--- src/gcts_pkg.sv ---
// ----------------------------------------------------------------------------
// gcts_pkg
// Shared widths, register indexes and the per-tile context word for the
// grouped channel tile split pipeline.
// ----------------------------------------------------------------------------
`default_nettype none

package gcts_pkg;

  localparam int TILE_W     = 12;
  localparam int CH_W       = 20;
  localparam int GRP_W      = 16;
  localparam int TCNT_W     = 13;
  localparam int SHARE_W    = CH_W + 1;
  localparam int CFG_IDX_W  = 2;
  localparam int CFG_DATA_W = 20;

  localparam int DIV_NW  = 34;
  localparam int DIV_DW  = 16;
  localparam int DIV_LAT = DIV_NW;

  localparam int LATENCY = 4 * DIV_LAT + 11;

  localparam logic [CFG_IDX_W-1:0] REG_TOTAL_CHANNELS = 2'd0;
  localparam logic [CFG_IDX_W-1:0] REG_GROUP_WIDTH    = 2'd1;
  localparam logic [CFG_IDX_W-1:0] REG_TILE_TOTAL     = 2'd2;
  localparam logic [CFG_IDX_W-1:0] REG_TILES_PER_CHIP = 2'd3;

  typedef struct packed {
    logic               in_range;
    logic               prop;
    logic               grp_ok;
    logic [CH_W-1:0]    prop_start;
    logic [CH_W-1:0]    prop_count;
    logic [TCNT_W-1:0]  chip;
    logic [TCNT_W-1:0]  slot;
    logic [SHARE_W-1:0] share;
    logic [DIV_NW-1:0]  base;
    logic [CH_W-1:0]    chip_ch;
  } ctx_t;

endpackage

`default_nettype wire

--- src/gcts_div.sv ---
// ----------------------------------------------------------------------------
// gcts_div
// Pipelined restoring divider, one quotient bit per register stage.
// ----------------------------------------------------------------------------
`default_nettype none

module gcts_div import gcts_pkg::*; (
  input  logic              clk_i,
  input  logic [DIV_NW-1:0] num_i,
  input  logic [DIV_DW-1:0] den_i,
  output logic [DIV_NW-1:0] quo_o,
  output logic [DIV_DW-1:0] rem_o
);

  logic [DIV_NW-1:0] num_q [DIV_NW];
  logic [DIV_NW-1:0] quo_q [DIV_NW];
  logic [DIV_DW-1:0] rem_q [DIV_NW];
  logic [DIV_DW-1:0] den_q [DIV_NW];

  logic [DIV_NW-1:0] num_s [DIV_NW];
  logic [DIV_NW-1:0] quo_s [DIV_NW];
  logic [DIV_DW-1:0] rem_s [DIV_NW];
  logic [DIV_DW-1:0] den_s [DIV_NW];
  logic [DIV_DW:0]   trial [DIV_NW];
  logic [DIV_NW-1:0] quo_d [DIV_NW];
  logic [DIV_DW-1:0] rem_d [DIV_NW];

  always_comb begin
    for (int s = 0; s < DIV_NW; s++) begin
      if (s == 0) begin
        num_s[s] = num_i;
        den_s[s] = den_i;
        rem_s[s] = '0;
        quo_s[s] = '0;
      end else begin
        num_s[s] = num_q[s-1];
        den_s[s] = den_q[s-1];
        rem_s[s] = rem_q[s-1];
        quo_s[s] = quo_q[s-1];
      end
      trial[s] = {rem_s[s], num_s[s][DIV_NW-1-s]};
      if (trial[s] >= {1'b0, den_s[s]}) begin
        rem_d[s] = DIV_DW'(trial[s] - {1'b0, den_s[s]});
        quo_d[s] = quo_s[s] | (DIV_NW'(1) << (DIV_NW-1-s));
      end else begin
        rem_d[s] = trial[s][DIV_DW-1:0];
        quo_d[s] = quo_s[s];
      end
    end
  end

  always_ff @(posedge clk_i) begin
    for (int s = 0; s < DIV_NW; s++) begin
      num_q[s] <= num_s[s];
      den_q[s] <= den_s[s];
      rem_q[s] <= rem_d[s];
      quo_q[s] <= quo_d[s];
    end
  end

  assign quo_o = quo_q[DIV_NW-1];
  assign rem_o = rem_q[DIV_NW-1];

endmodule

`default_nettype wire

--- config.mk ---
export PLATFORM = sky130hd
export DESIGN_NAME = gcts_div
export DESIGN_NICKNAME = d
export VERILOG_FILES = /design/src/gcts_pkg.sv /design/src/gcts_div.sv
export SDC_FILE = /design/constraint.sdc
export NUM_CORES = 2
export LEC_CHECK = 0
export BUFFER_PORTS_ARGS = -buffer_cell sky130_fd_sc_hd__buf_2
export CORE_ASPECT_RATIO = 0.7
export CORE_MARGIN = 2
export CORE_UTILIZATION = 25
export CTS_CLUSTER_DIAMETER = 50
export CTS_CLUSTER_SIZE = 24
export DETAILED_ROUTE_END_ITERATION = 8
export PLACE_DENSITY_LB_ADDON = 0.08
export SLEW_MARGIN = 20
export SYNTH_ARGS = -nofsm -noshare
export SYNTH_HDL_FRONTEND = slang
export SYNTH_SLANG_ARGS = --single-unit
--- constraint.sdc ---
create_clock -name clk_i -period 4.36 [get_ports clk_i]
set_clock_uncertainty 0.15 [all_clocks]
set_input_delay 1.09 -clock clk_i [delete_from_list [all_inputs] [get_ports clk_i]]
set_output_delay 1.09 -clock clk_i [all_outputs]
set_load 0.05 [all_outputs]
==> impl_results.md <==
- Top delay family on crit path: compound AO/OA/AOI/OAI gates
- Levels on crit path: 10
- Startpoint of the worst hold path: quo_q[13][24]
- MaxCap Viol Count: 0
- Reg area: 44600 um^2
- Post-layout minimum cycle time: 3.75 ns
- Hold crit path type: reg -> reg
- Slowest-stage cell, CP: o311ai_0
- Leak pwr: 39.4 nW
- Maximum vdd drop: 0.387 mV
- Slew margin rel.: 0.333
- Clock Tree Root: clkbuf_16
- Setup bufs post-CTS: 0
- CP Capture Point: rem_q[32][8]
- Post-Syn Nets: 7382
- Die width: 662 um
- Finished Cell Area: 89300 um^2
- CP endpoint kind: register
- Syn Area/Cell: 11.2 um^2
- I/O Pins: 101
- WP buf/inv: 1
- CP Launch Point: den_q[31][1]
- Nets@finish: 7653
- Clock tree buffer depth: 4
- Row count: 169
- Die Ht: 465 um
- Total CTS buffers: 222
- Setup TNS: 0 ns
- Worst EP required: 4.95 ns
- CTS Hold Buffers Added: 0
- Worst hold slack: 0.125 ns
- Synth cell types: 89
- Clk sinks: 2228
- Routed Antenna Nets: 0
- Number of setup violations in the final report: 0
- Top post-synthesis cells by area: dfxtp_1 (59%), ha_1 (8.8%), mux2_2 (3.7%)
- Critical path's largest stage delay: 0.86 ns
- Number of port buffers: 100
- Crit-path max FO: 26
- Fraction of layout cells with a size suffix above 1: 0.120
- Residual DRC: 0
- Post-synth EDFFs: 0
- Worst r2r path cells: 10
- RSZ-0062 raised after global routing: false
- Cts repair resizes: 0
- DR vias/cell: 4.08
- Area Overhead vs Synth: 17.8%
- WL per Instance: 14.3 um
- Clock transition at path regs: 0.08 ns
- Sequential area share after synthesis: 0.589
- Worst-Margin Slew: 0.988 ns
- GRT Total Usage: 0.105
- Synth cell count leaders: dfxtp_1 (2228), inv_1 (696), ha_1 (530), nor2_1 (395), a21oi_1 (361)
- Placed Area: 81200 um^2
- Max Clk Rate: 267 MHz
- Worst skew pair latency: 0.89 ns
- Initial Util: 0.251
- DR vias: 45900
- Cells after synthesis: 6768
- Placer congestion estimate: 0.784
- Total grt overflow: 0
- Final Max Tran Viols: 0
- Wirelength, routed: 161 mm
- Critical path type: reg -> reg
- Die area: 308000 um^2
- Fillers: 30900
- Area of the core: 302000 um^2
- WP data arrival: 4.33 ns
- Initial antenna violation count: 9
- Async SR Flop Fraction: 0
- Yosys top cell area share: 0.589
- Post-DP HPWL: 120 mm
- Post-synth top area cell: dfxtp_1
- R2R setup slack: 0.61 ns
- Mapped Area: 75800 um^2
- Final period utilization: 0.859
- Synth Register Bits: 2228
- Pwr dens: 755 nW/um^2
- Top FF cell, synth: dfxtp_1
- Vias in the first global route: 46000
- Largest net degree at the start of global routing: 34
- Outcome: finished, final reports clean
- Cell with the most instances after synthesis: dfxtp_1
- First-pass GRT wire length: 259 mm
- H-tree lvl count: 4
- CP Launch Type: register
- Ys Warns: 0
- Multi-input gate area: 28300 um^2
- CTS tree: built
- Reg-to-reg startpoint: den_q[31][1]
- Final hold vios: 0
- Pre-antenna DRT Iters: 5
- CP Cell Sequence: inv_1 > ha_1 > nor2b_1 > o21ai_0 > a21boi_0 > o311ai_0 > a21oi_1 > nor4_1 > o21ai_4 > mux2_2
- Worst r2r dst: rem_q[32][8]
- DRT iter0 DRCs: 2713
routing by layer:
| metal | wire length, um | global-route usage | share of wire | up-vias |
|---|---|---|---|---|
| li1 | - | - | - | 23500 |
| met1 | 86100 | 0.159 | 0.53 | 21300 |
| met2 | 62900 | 0.147 | 0.39 | 730 |
| met3 | 7850 | 0.0205 | 0.049 | 277 |
| met4 | 4180 | 0.0305 | 0.026 | 0 |
| met5 | 0 | 0 | 0 | - |
worst min-delay path by stage:
stage                          to  slack (ns)  cells past startpoint
floorplan            num_q[10][0]        0.16                      0
global placement     num_q[25][0]        0.16                      0
detailed placement   quo_q[30][4]        0.16                      0
CTS                  num_q[0][22]        0.01                      1
global route          num_q[0][8]        0.04                      1
finish              quo_q[14][24]        0.13                      0
state kept, by name, summed over array words and instances (netlist names):
register  count
den_q       528
quo_q       595
rem_q       544
num_q       561
through the flow:
step           worst slack, ns  utilization  power (mW)  cells
2_1_floorplan             1.36            -        41.8   6768
3_3_place_gp             0.639        0.269        47.2  10800
3_5_place_dp             0.648        0.269        47.2  10800
4_1_cts                  0.572        0.295        68.7  11200
5_1_grt                  0.120        0.296        72.4  11200
6_report                 0.614        0.296        67.4  11200
cells by family (layout without fill, tap and decap cells):
kind of cell / count (synthesis) / after routing / synth area share
AO/OA/AOI/OAI: 1277 / 1277 / 0.108
XOR/XNOR: 372 / 372 / 0.0430
adder cells (fa/ha/maj): 563 / 563 / 0.0962
buffers and inverters: 777 / 1227 / 0.0399
flip-flops: 2228 / 2228 / 0.589
multiplexers: 306 / 306 / 0.0455
other: 0 / 2 / 0
AND/OR/NAND/NOR: 1245 / 1245 / 0.0783
cell type report:
type	instances	area share
tap	4018	0.0563
inverter	697	0.0293
clock inverter	162	0.0257
multi-input combinational	3763	0.316
clock buffer	241	0.0647
sequential	2228	0.499
timing repair buffer	127	0.00801
antenna	2	0.0000560
power breakdown:
| group | total [mW] | switching (mW) | internal [mW] | leakage, nW |
|---|---|---|---|---|
| Sequential | 26.2 | 1.86 | 24.3 | 18.6 |
| Clock | 20.7 | 9.52 | 11.2 | 3.90 |
| Combinational | 20.5 | 11.4 | 9.14 | 16.9 |
| Total | 67.4 | 22.8 | 44.7 | 39.4 |
cell usage in the layout (no fill, tap or decap), drive strengths merged, types with 13 or more instances in the layout:
cell / count
dfxtp: 2228
inv: 781
ha: 530
nor2: 395
a21oi: 365
o21ai: 321
nand2: 308
mux2: 267
clkbuf: 241
xnor2: 233
xor2: 139
a21o: 138
buf: 127
nor2b: 91
nand3: 87
nor3: 79
o21a: 76
nand2b: 59
nand4: 59
clkinv: 52
o31ai: 46
a21boi: 44
a31oi: 41
mux2i: 39
o21bai: 35
a211oi: 35
fa: 33
and3: 32
o31a: 30
o211ai: 29
or3: 28
nor4: 23
or2: 20
o41ai: 17
and2: 15
bufinv: 15
and4: 13
o311ai: 13
No activity file was read; power rests on OpenSTA's default activity.
